[config.mk]
export PLATFORM = sky130hd
export DESIGN_NAME = text_stripspace_filter_flat
export DESIGN_NICKNAME = d
export VERILOG_FILES = /design/src/hdl/sts_pkg.sv /design/src/hdl/sts_if.sv /design/src/hdl/sts_ram.sv /design/src/hdl/sts_ctrl.sv /design/src/hdl/sts_dp.sv /design/src/hdl/text_stripspace_filter.sv /design/src/flat_wrapper.sv
export SDC_FILE = /design/constraint.sdc
export NUM_CORES = 1
export LEC_CHECK = 0
export BUFFER_PORTS_ARGS = -buffer_cell sky130_fd_sc_hd__buf_2
export CORE_MARGIN = 5
export CORE_UTILIZATION = 46
export CTS_CLUSTER_DIAMETER = 150
export CTS_CLUSTER_SIZE = 16
export DETAILED_ROUTE_END_ITERATION = 12
export GPL_TIMING_DRIVEN = 0
export HOLD_SLACK_MARGIN = 0.12
export PLACE_DENSITY = 0.65
export SKIP_LAST_GASP = 1
export SYNTH_ARGS = -nofsm -noshare
export SYNTH_HDL_FRONTEND = slang
export SYNTH_SLANG_ARGS = --single-unit
export TNS_END_PERCENT = 10
[constraint.sdc]
create_clock -name i_clk -period 5.7 [get_ports i_clk]
set_input_delay 0.57 -clock i_clk [delete_from_list [all_inputs] [get_ports i_clk]]
set_output_delay 0.57 -clock i_clk [all_outputs]
set_load 0.01 [all_outputs]
[src/hdl/sts_pkg.sv]
`timescale 1ns / 1ps
`default_nettype none

package sts_pkg;

    localparam int WS_DEPTH = 32;
    localparam int WS_AW    = (WS_DEPTH > 1) ? $clog2(WS_DEPTH) : 1;
    localparam int WS_CW    = $clog2(WS_DEPTH + 1);

    localparam logic [7:0] CH_LF   = 8'h0A;
    localparam logic [7:0] CH_HASH = 8'h23;
    localparam logic [7:0] CH_NUL  = 8'h00;

    typedef enum logic [2:0] {
        S_IDLE,
        S_SEP,
        S_FLUSH,
        S_CHAR,
        S_EOMNL,
        S_MARK
    } t_state;

    typedef struct packed {
        logic             sep;
        logic             chr;
        logic             eomnl;
        logic             mark;
        logic             ovf;
        logic [7:0]       byte_val;
        logic [WS_CW-1:0] cnt;
    } t_plan;

    typedef struct packed {
        logic   accept;
        logic   fire;
        logic   last;
        t_state src;
    } t_cmd;

    typedef struct packed {
        t_plan dec_plan;
        t_plan plan;
        logic  out_free;
        logic  flush_last;
    } t_status;

    function automatic logic [4:0] plan_vec(input t_plan p);
        plan_vec = {p.sep, (p.cnt != '0), p.chr, p.eomnl, p.mark};
    endfunction

    function automatic logic [4:0] stage_mask(input t_state s);
        case (s)
            S_SEP:   stage_mask = 5'b01111;
            S_FLUSH: stage_mask = 5'b00111;
            S_CHAR:  stage_mask = 5'b00011;
            S_EOMNL: stage_mask = 5'b00001;
            S_MARK:  stage_mask = 5'b00000;
            default: stage_mask = 5'b11111;
        endcase
    endfunction

    function automatic t_state pick_stage(input logic [4:0] v);
        if (v[4]) begin
            pick_stage = S_SEP;
        end else if (v[3]) begin
            pick_stage = S_FLUSH;
        end else if (v[2]) begin
            pick_stage = S_CHAR;
        end else if (v[1]) begin
            pick_stage = S_EOMNL;
        end else if (v[0]) begin
            pick_stage = S_MARK;
        end else begin
            pick_stage = S_IDLE;
        end
    endfunction

    function automatic logic is_ws(input logic [7:0] c);
        is_ws = (c == 8'h20) || (c == 8'h09) || (c == 8'h0A) || (c == 8'h0B) ||
                (c == 8'h0C) || (c == 8'h0D);
    endfunction

endpackage

`default_nettype wire

[src/hdl/sts_if.sv]
`timescale 1ns / 1ps
`default_nettype none

interface sts_in_if;
    logic       valid;
    logic       ready;
    logic [7:0] in_byte;
    logic       end_of_message;

    modport source (output valid, output in_byte, output end_of_message, input ready);
    modport sink   (input valid, input in_byte, input end_of_message, output ready);
endinterface

interface sts_out_if;
    logic       valid;
    logic       ready;
    logic [7:0] out_byte;
    logic       out_valid;
    logic       last;
    logic       overflow;

    modport source (output valid, output out_byte, output out_valid, output last,
                    output overflow, input ready);
    modport sink   (input valid, input out_byte, input out_valid, input last,
                    input overflow, output ready);
endinterface

interface sts_cfg_if;
    logic valid;
    logic ready;
    logic data;

    modport source (output valid, output data, input ready);
    modport sink   (input valid, input data, output ready);
endinterface

`default_nettype wire

[src/hdl/sts_ram.sv]
`timescale 1ns / 1ps
`default_nettype none

module sts_ram #(
    parameter int WIDTH = 8,
    parameter int DEPTH = 32,
    parameter int AW    = (DEPTH > 1) ? $clog2(DEPTH) : 1
) (
    input  wire logic             i_clk,
    input  wire logic             i_we,
    input  wire logic [AW-1:0]    i_waddr,
    input  wire logic [WIDTH-1:0] i_wdata,
    input  wire logic [AW-1:0]    i_raddr,
    output logic      [WIDTH-1:0] o_rdata
);

    logic [WIDTH-1:0] r_mem [DEPTH];

    always_ff @(posedge i_clk) begin
        if (i_we) begin
            r_mem[i_waddr] <= i_wdata;
        end
        o_rdata <= r_mem[i_raddr];
    end

endmodule

`default_nettype wire

[src/hdl/sts_ctrl.sv]
`timescale 1ns / 1ps
`default_nettype none

module sts_ctrl
    import sts_pkg::*;
(
    input  wire logic    i_clk,
    input  wire logic    i_rst_n,
    input  wire logic    i_in_valid,
    input  wire t_status i_status,
    output logic         o_in_ready,
    output t_cmd         o_cmd
);

    t_state r_state;
    t_state n_state;
    t_state after_stage;
    logic   flush_hold;
    logic   fire;

    assign after_stage = pick_stage(plan_vec(i_status.plan) & stage_mask(r_state));
    assign flush_hold  = (r_state == S_FLUSH) && !i_status.flush_last;
    assign fire        = (r_state != S_IDLE) && i_status.out_free;

    always_comb begin
        n_state = r_state;
        case (r_state)
            S_IDLE: begin
                if (i_in_valid) begin
                    n_state = pick_stage(plan_vec(i_status.dec_plan));
                end
            end
            S_SEP, S_FLUSH, S_CHAR, S_EOMNL, S_MARK: begin
                if (fire && !flush_hold) begin
                    n_state = after_stage;
                end
            end
            default: n_state = S_IDLE;
        endcase
    end

    always_comb begin
        o_in_ready    = (r_state == S_IDLE);
        o_cmd.accept  = (r_state == S_IDLE) && i_in_valid;
        o_cmd.fire    = fire;
        o_cmd.last    = !flush_hold && (after_stage == S_IDLE);
        o_cmd.src     = r_state;
    end

    always_ff @(posedge i_clk) begin
        if (!i_rst_n) begin
            r_state <= S_IDLE;
        end else begin
            r_state <= n_state;
        end
    end

    a_fire_busy: assert property (@(posedge i_clk) disable iff (!i_rst_n)
        o_cmd.fire |-> !o_in_ready)
        else $error("result issued while idle");

    a_flush_stays: assert property (@(posedge i_clk) disable iff (!i_rst_n)
        (r_state == S_FLUSH) && !fire |=> (r_state == S_FLUSH))
        else $error("flush left without issuing");

endmodule

`default_nettype wire

[src/hdl/sts_dp.sv]
`timescale 1ns / 1ps
`default_nettype none

module sts_dp
    import sts_pkg::*;
(
    input  wire logic       i_clk,
    input  wire logic       i_rst_n,
    input  wire logic [7:0] i_in_byte,
    input  wire logic       i_eom,
    input  wire logic       i_cfg_we,
    input  wire logic       i_cfg_data,
    input  wire logic       i_out_ready,
    input  wire t_cmd       i_cmd,
    output t_status         o_status,
    output logic            o_out_valid,
    output logic [7:0]      o_out_byte,
    output logic            o_out_bvalid,
    output logic            o_out_last,
    output logic            o_out_ovf
);

    logic             r_strip;
    logic             r_at_start, n_at_start;
    logic             r_skip, n_skip;
    logic             r_content, n_content;
    logic             r_blank, n_blank;
    logic             r_started, n_started;
    logic [WS_CW-1:0] r_cnt, n_cnt;
    logic             r_ovf_seen, n_ovf_seen;
    t_plan            r_plan, n_plan;
    logic [WS_CW-1:0] r_idx;
    logic [WS_CW-1:0] idx_inc;
    logic [WS_CW-1:0] room;
    logic             wr_en;
    logic             flush_fire;
    logic [WS_AW-1:0] rd_addr;
    logic [7:0]       rd_data;
    logic             r_ovalid;
    logic [7:0]       r_obyte;
    logic             r_obvalid;
    logic             r_olast;
    logic             r_oovf;
    logic [7:0]       emit_byte;

    always_comb begin
        n_at_start = r_at_start;
        n_skip     = r_skip;
        n_content  = r_content;
        n_blank    = r_blank;
        n_started  = r_started;
        n_cnt      = r_cnt;
        n_ovf_seen = r_ovf_seen;
        wr_en      = 1'b0;
        n_plan     = '0;
        n_plan.byte_val = i_in_byte;
        room = (!r_content && r_blank && r_started) ? WS_CW'(WS_DEPTH - 1)
                                                    : WS_CW'(WS_DEPTH);
        if (r_at_start && r_strip && (i_in_byte == CH_HASH)) begin
            n_at_start = 1'b0;
            n_skip     = 1'b1;
        end else if (r_skip) begin
            if (i_in_byte == CH_LF) begin
                n_skip     = 1'b0;
                n_at_start = 1'b1;
            end
        end else begin
            n_at_start = 1'b0;
            if (i_in_byte == CH_LF) begin
                if (r_content) begin
                    n_plan.chr = 1'b1;
                end else begin
                    n_blank = 1'b1;
                end
                n_cnt      = '0;
                n_content  = 1'b0;
                n_at_start = 1'b1;
            end else if (is_ws(i_in_byte)) begin
                if (r_cnt < room) begin
                    wr_en = 1'b1;
                    n_cnt = r_cnt + 1'b1;
                end else begin
                    n_ovf_seen = 1'b1;
                end
            end else begin
                if (!r_content) begin
                    n_plan.sep = r_blank && r_started;
                    n_blank    = 1'b0;
                    n_content  = 1'b1;
                end
                n_plan.cnt = r_cnt;
                n_cnt      = '0;
                n_plan.chr = 1'b1;
                n_started  = 1'b1;
            end
        end
        n_plan.ovf = n_ovf_seen;
        if (i_eom) begin
            n_plan.eomnl = !n_at_start && !n_skip && n_content;
            n_plan.mark  = !(n_plan.sep || (n_plan.cnt != '0) || n_plan.chr ||
                             n_plan.eomnl);
            n_at_start = 1'b1;
            n_skip     = 1'b0;
            n_content  = 1'b0;
            n_blank    = 1'b0;
            n_started  = 1'b0;
            n_cnt      = '0;
            n_ovf_seen = 1'b0;
        end
    end

    assign idx_inc    = r_idx + 1'b1;
    assign flush_fire = i_cmd.fire && (i_cmd.src == S_FLUSH);
    assign rd_addr    = i_cmd.accept ? '0 : (flush_fire ? idx_inc[WS_AW-1:0]
                                                        : r_idx[WS_AW-1:0]);

    sts_ram #(
        .WIDTH (8),
        .DEPTH (WS_DEPTH)
    ) u_ws_ram (
        .i_clk   (i_clk),
        .i_we    (i_cmd.accept && wr_en),
        .i_waddr (r_cnt[WS_AW-1:0]),
        .i_wdata (i_in_byte),
        .i_raddr (rd_addr),
        .o_rdata (rd_data)
    );

    always_comb begin
        case (i_cmd.src)
            S_SEP:   emit_byte = CH_LF;
            S_EOMNL: emit_byte = CH_LF;
            S_FLUSH: emit_byte = rd_data;
            S_CHAR:  emit_byte = r_plan.byte_val;
            S_MARK:  emit_byte = CH_NUL;
            default: emit_byte = CH_NUL;
        endcase
    end

    always_ff @(posedge i_clk) begin
        if (!i_rst_n) begin
            r_strip    <= 1'b0;
            r_at_start <= 1'b1;
            r_skip     <= 1'b0;
            r_content  <= 1'b0;
            r_blank    <= 1'b0;
            r_started  <= 1'b0;
            r_cnt      <= '0;
            r_ovf_seen <= 1'b0;
            r_ovalid   <= 1'b0;
        end else begin
            if (i_cfg_we) begin
                r_strip <= i_cfg_data;
            end
            if (i_cmd.accept) begin
                r_at_start <= n_at_start;
                r_skip     <= n_skip;
                r_content  <= n_content;
                r_blank    <= n_blank;
                r_started  <= n_started;
                r_cnt      <= n_cnt;
                r_ovf_seen <= n_ovf_seen;
            end
            if (i_cmd.fire) begin
                r_ovalid <= 1'b1;
            end else if (i_out_ready) begin
                r_ovalid <= 1'b0;
            end
        end
    end

    always_ff @(posedge i_clk) begin
        if (i_cmd.accept) begin
            r_plan <= n_plan;
            r_idx  <= '0;
        end else if (flush_fire) begin
            r_idx <= idx_inc;
        end
        if (i_cmd.fire) begin
            r_obyte   <= emit_byte;
            r_obvalid <= (i_cmd.src != S_MARK);
            r_olast   <= i_cmd.last;
            r_oovf    <= r_plan.ovf;
        end
    end

    assign o_status.dec_plan   = n_plan;
    assign o_status.plan       = r_plan;
    assign o_status.out_free   = !r_ovalid || i_out_ready;
    assign o_status.flush_last = (idx_inc == r_plan.cnt);

    assign o_out_valid  = r_ovalid;
    assign o_out_byte   = r_obyte;
    assign o_out_bvalid = r_obvalid;
    assign o_out_last   = r_olast;
    assign o_out_ovf    = r_oovf;

    a_wr_room: assert property (@(posedge i_clk) disable iff (!i_rst_n)
        i_cmd.accept && wr_en |-> (r_cnt < WS_CW'(WS_DEPTH)))
        else $error("held whitespace written past buffer");

    a_flush_idx: assert property (@(posedge i_clk) disable iff (!i_rst_n)
        flush_fire |-> (r_idx < r_plan.cnt))
        else $error("flush index beyond held count");

    a_eom_clear: assert property (@(posedge i_clk) disable iff (!i_rst_n)
        i_cmd.accept && i_eom |=> (r_cnt == '0) && r_at_start && !r_ovf_seen)
        else $error("message state not cleared at end of message");

    a_mark_last: assert property (@(posedge i_clk) disable iff (!i_rst_n)
        i_cmd.fire && (i_cmd.src == S_MARK) |-> i_cmd.last)
        else $error("end marker not flagged last");

endmodule

`default_nettype wire

[src/hdl/text_stripspace_filter.sv]
// On acceptance the plan and control state are registered; each result is then registered in
//   the output register when the output is free. New bytes are accepted only while idle.
// Results: separator newline, flushed held whitespace (up to WS_DEPTH, read from the RAM one
//   entry a cycle while output is free), the byte itself, a closing newline, or an end marker.
// Reset: synchronous, active low; clears line state, counts, the strip flag and output valid;
//   the whitespace RAM is not cleared and is read only where written.
`timescale 1ns / 1ps
`default_nettype none

module text_stripspace_filter
    import sts_pkg::*;
(
    input  wire logic  i_clk,
    input  wire logic  i_rst_n,
    sts_in_if.sink     i_in,
    sts_cfg_if.sink    i_cfg,
    sts_out_if.source  o_out
);

    t_cmd    cmd;
    t_status status;
    logic    in_ready;

    assign i_in.ready  = in_ready;
    assign i_cfg.ready = 1'b1;

    sts_ctrl u_ctrl (
        .i_clk      (i_clk),
        .i_rst_n    (i_rst_n),
        .i_in_valid (i_in.valid),
        .i_status   (status),
        .o_in_ready (in_ready),
        .o_cmd      (cmd)
    );

    sts_dp u_dp (
        .i_clk        (i_clk),
        .i_rst_n      (i_rst_n),
        .i_in_byte    (i_in.in_byte),
        .i_eom        (i_in.end_of_message),
        .i_cfg_we     (i_cfg.valid),
        .i_cfg_data   (i_cfg.data),
        .i_out_ready  (o_out.ready),
        .i_cmd        (cmd),
        .o_status     (status),
        .o_out_valid  (o_out.valid),
        .o_out_byte   (o_out.out_byte),
        .o_out_bvalid (o_out.out_valid),
        .o_out_last   (o_out.last),
        .o_out_ovf    (o_out.overflow)
    );

endmodule

`default_nettype wire

[src/flat_wrapper.sv]
// flat-port wrapper written by rule: the top's interface ports become plain ports
module text_stripspace_filter_flat import sts_pkg::*;
  (i_clk, i_rst_n, i_in_valid, i_in_in_byte, i_in_end_of_message, i_in_ready, i_cfg_valid, i_cfg_data, i_cfg_ready, o_out_valid, o_out_out_byte, o_out_out_valid, o_out_last, o_out_overflow, o_out_ready);
  sts_in_if i_in_i ();
  sts_cfg_if i_cfg_i ();
  sts_out_if o_out_i ();
  input  wire logic i_clk;
  input  wire logic i_rst_n;
  input wire logic [$bits(i_in_i.valid)-1:0] i_in_valid;
  input wire logic [$bits(i_in_i.in_byte)-1:0] i_in_in_byte;
  input wire logic [$bits(i_in_i.end_of_message)-1:0] i_in_end_of_message;
  output wire logic [$bits(i_in_i.ready)-1:0] i_in_ready;
  input wire logic [$bits(i_cfg_i.valid)-1:0] i_cfg_valid;
  input wire logic [$bits(i_cfg_i.data)-1:0] i_cfg_data;
  output wire logic [$bits(i_cfg_i.ready)-1:0] i_cfg_ready;
  output wire logic [$bits(o_out_i.valid)-1:0] o_out_valid;
  output wire logic [$bits(o_out_i.out_byte)-1:0] o_out_out_byte;
  output wire logic [$bits(o_out_i.out_valid)-1:0] o_out_out_valid;
  output wire logic [$bits(o_out_i.last)-1:0] o_out_last;
  output wire logic [$bits(o_out_i.overflow)-1:0] o_out_overflow;
  input wire logic [$bits(o_out_i.ready)-1:0] o_out_ready;
  assign i_in_i.valid = i_in_valid;
  assign i_in_i.in_byte = i_in_in_byte;
  assign i_in_i.end_of_message = i_in_end_of_message;
  assign i_in_ready = i_in_i.ready;
  assign i_cfg_i.valid = i_cfg_valid;
  assign i_cfg_i.data = i_cfg_data;
  assign i_cfg_ready = i_cfg_i.ready;
  assign o_out_valid = o_out_i.valid;
  assign o_out_out_byte = o_out_i.out_byte;
  assign o_out_out_valid = o_out_i.out_valid;
  assign o_out_last = o_out_i.last;
  assign o_out_overflow = o_out_i.overflow;
  assign o_out_i.ready = o_out_ready;
  text_stripspace_filter u_core (.i_clk(i_clk), .i_rst_n(i_rst_n), .i_in(i_in_i), .i_cfg(i_cfg_i), .o_out(o_out_i));
endmodule
==> flow_summary.toml <==
[final_layout]
drive_gt1_share_pct = 14.1
fin_nets = 924
diodes = 0
regArea_mm2 = 0.00921
area_growth_pct = 9.41
fillCellCount = 2306
utilization_pct = 51.2
multi_input_area_mm2 = 0.00355

[worst_hold_path]
min_path_type = "in2reg"

[pwr]
pwr-share-seq_pct = 49.0
peakVddDrop_mv = 0.231
swShare_pct = 29.4
comb_power_share_pct = 24.4
intPower_w = 0.00394
p_leak_nw = 4.53
switchingPower_w = 0.00164
power.density_mw_per_mm2 = 391
power_frac_clock_pct = 26.7

[worst_setup_path]
path_max_fanout = 8
cp.arrival_ns = 4.23
cp.required_ns = 5.85
critical-path-max-stage-delay_ns = 0.83
path_cells = "nand3b_1 > ha_1 > a2111oi_0 > o21ai_0 > a31o_2 > nor4_2 > nand2_1 > nor2_1"
cp-end-kind = "register"
worst-setup-path-type = "reg2reg"
slowest_stage = "nor2_1"
start_kind = "register"

[logic_synthesis]
ys_ff_latch = 317
synth_cell_type_count = 70
synth_edf_count = 286
yosys-top-cells-area = "edfxtp_1, mux4_2, dfxtp_1"
synth.most_common_cell = "edfxtp_1"
synth.net_count = 872
ys_seq_area_share_pct = 70.6
ys.flop_type = "edfxtp_1"
syn_avg_cell_area_um2 = 15.4
async_reset_ff_share_pct = 0
synth_area_leader_cell = "edfxtp_1"
synthCells = 847
ys_warn_count = 0
synth_common_cells = "edfxtp_1, nand2_1, nor2_1, mux2i_1, a21oi_1"
synth_area_mm2 = 0.0130
synth_top_area_share_pct = 65.8

[sta]
fmax_mhz = 245
fin_setup_tns_ns = 0
fin_crit_sh_pct = 71.7
setup_viol_count_final = 0
relSlewSlack_pct = 36.9
rsz0062_at_grt = "false"
tightest_slew_ns = 0.940
slew_viol_final = 0
hold_violations = 0
clock_skew_ns = 0.0103
period_minus_slack_ns = 4.09

[clocking]
post_cts_buffers = 0
cts_resized = 0
clk_pin_slew_ns = 0.07
htree_levels = 1
cts_hold_buf = 0
clockRootBuffer = "clkbuf_16"
cts_buffer_depth = 3
cts_tree = "built"
clock_sinks = 317
clk-insertion-delay-late_ns = 0.53
cts-buffers-inserted = 23

[grt]
grtUsageTotal_pct = 19.0
antenna_found_initial = 0
grt_max_degree = 39
grt_pass1_vias = 7441
grt_pass1_wl_um = 45100
overflow = 0

[route]
viasPerCell = 5.82
drtIter0Drc = 756
first_pass_iters = 5
ant_nets = 0
post-route-drc-count = 0
wl_um = 30100
vias = 7477
routedWlPerCell_um = 23.5

[die]
die_area_mm2 = 0.0318
num_io_pins = 29
num_rows = 61
die_w_um = 178
initial_core_util_pct = 46.8
die_h_um = 178
coreArea_mm2 = 0.0279

[placed_design]
place_hpwl_um = 19300
gp_congestion = 0.856
placement.io_buffers = 27

[job]
maxCapViolations = 0

[run_status]
status = "complete, no violations"
-- worst paths after layout --
check / from / to / slack, ns / cells after the start
worst min-delay path: i_cfg_data / u_core.u_dp.r_strip / 0.31 / 3
worst max register to register: u_core.u_dp.r_content / u_core.u_dp.u_ws_ram.r_mem[22][7] / 1.61 / 8
worst max-delay path: u_core.u_dp.r_content / u_core.u_dp.u_ws_ram.r_mem[22][7] / 1.61 / 8
worst min register to register: u_core.u_dp.o_status[16] / u_core.u_dp.o_out_ovf / 0.42 / 0
-- cell families after synthesis --
logic type      share of synthesized area [%]
xor+xnor                                0.873
simple gates                             8.92
mux                                      9.23
flops                                    70.6
buf+inv                                  2.18
fa+ha+maj                               0.959
compound gates                           7.24
other cells                            0.0287
-- state kept, by name, indices dropped and copies added, names as in the netlist --
name	cells
u_core.u_dp.u_ws_ram.r_mem	256
u_core.u_dp.o_status	19
u_core.u_dp.o_out_byte	8
u_core.u_dp.u_ws_ram.o_rdata	8
u_core.u_dp.r_cnt	6
u_core.u_dp.r_idx	6
u_core.u_ctrl.r_state	3
u_core.u_dp.o_out_bvalid	1
u_core.u_dp.o_out_last	1
u_core.u_dp.o_out_ovf	1
u_core.u_dp.o_out_valid	1
u_core.u_dp.r_at_start	1
u_core.u_dp.r_blank	1
u_core.u_dp.r_content	1
u_core.u_dp.r_ovf_seen	1
u_core.u_dp.r_skip	1
u_core.u_dp.r_started	1
u_core.u_dp.r_strip	1
-- critical path: cells and delay by family, from the launching register on --
kind / cells / cell delay [ns]
AOI/OAI and AO/OA: 3 / 0.79
adders and majority gates: 1 / 0.42
DFF: 1 / 0.39
and+or+nand+nor: 4 / 2.10
-- through the flow --
step	setup slack [ns]	cells	hold slack [ns]	total power, W	cell area (µm²)
2_1_floorplan	2.73	847	0.400	0.00371	13000
3_3_place_gp	1.42	1252	0.407	0.00411	13700
3_5_place_dp	1.35	1252	0.408	0.00413	13700
4_1_cts	1.61	1285	0.293	0.00561	14300
5_1_grt	1.47	1285	0.327	0.00583	14300
6_report	1.61	1285	0.307	0.00558	14300
-- cell type report --
class	count	share of cell area, %
clock inverters	2	0.0964
plain buffers	44	1.69
multi-input cells	476	24.9
well taps	378	3.31
repair buffers	27	0.947
flip-flops and latches	317	64.5
inverters	10	0.298
clock buffers	31	4.24
-- cell usage in the layout, fill, tap and decap left out, types with 5 or more instances in the layout --
master     netlist  layout
a22o_1           8       8
nand3b_1         6       6
nor2b_1         11      11
and3_1           6       6
dfxtp_1         31      31
nand3_1          7       7
nand2_1         74      74
xnor2_1          7       7
clkbuf_16        0      23
clkbuf_1        19      27
ha_1            10      10
mux4_2          32      32
and2_1           8       8
buf_2           14      41
xor2_1           6       6
a21o_1           6       6
buf_4            5       5
a22oi_1          9       9
nor4_1          15      15
edfxtp_1       286     286
nand2b_1         8       8
nor2_1          60      60
a21oi_1         41      41
inv_1            7       7
nand4_1          7       7
or3_1            6       6
nor3_1           6       6
o21ai_0         21      21
o22ai_1         16      16
mux2i_1         46      46
-- power by group through the flow --
stage | clock (W) | sequential (W) | combinational (W)
detailed placement | 0 | 0.00279 | 0.00135
global route | 0.00161 | 0.00275 | 0.00147
floorplan | 0 | 0.00280 | 0.000912
CTS | 0.00152 | 0.00273 | 0.00135
finish | 0.00149 | 0.00273 | 0.00136
global placement | 0 | 0.00279 | 0.00133
-- metal layers --
metal | share of wire (%) | global-route usage, % | wire length (µm) | vias to the layer above
li1 | - | - | - | 3388
met1 | 43 | 27.3 | 12900 | 3746
met2 | 48 | 31.2 | 14600 | 296
met3 | 6.8 | 2.31 | 2040 | 47
met4 | 2.3 | 4.41 | 694 | 0
met5 | 0 | 0 | 0 | -
No activity file was read; power rests on OpenSTA's default activity.
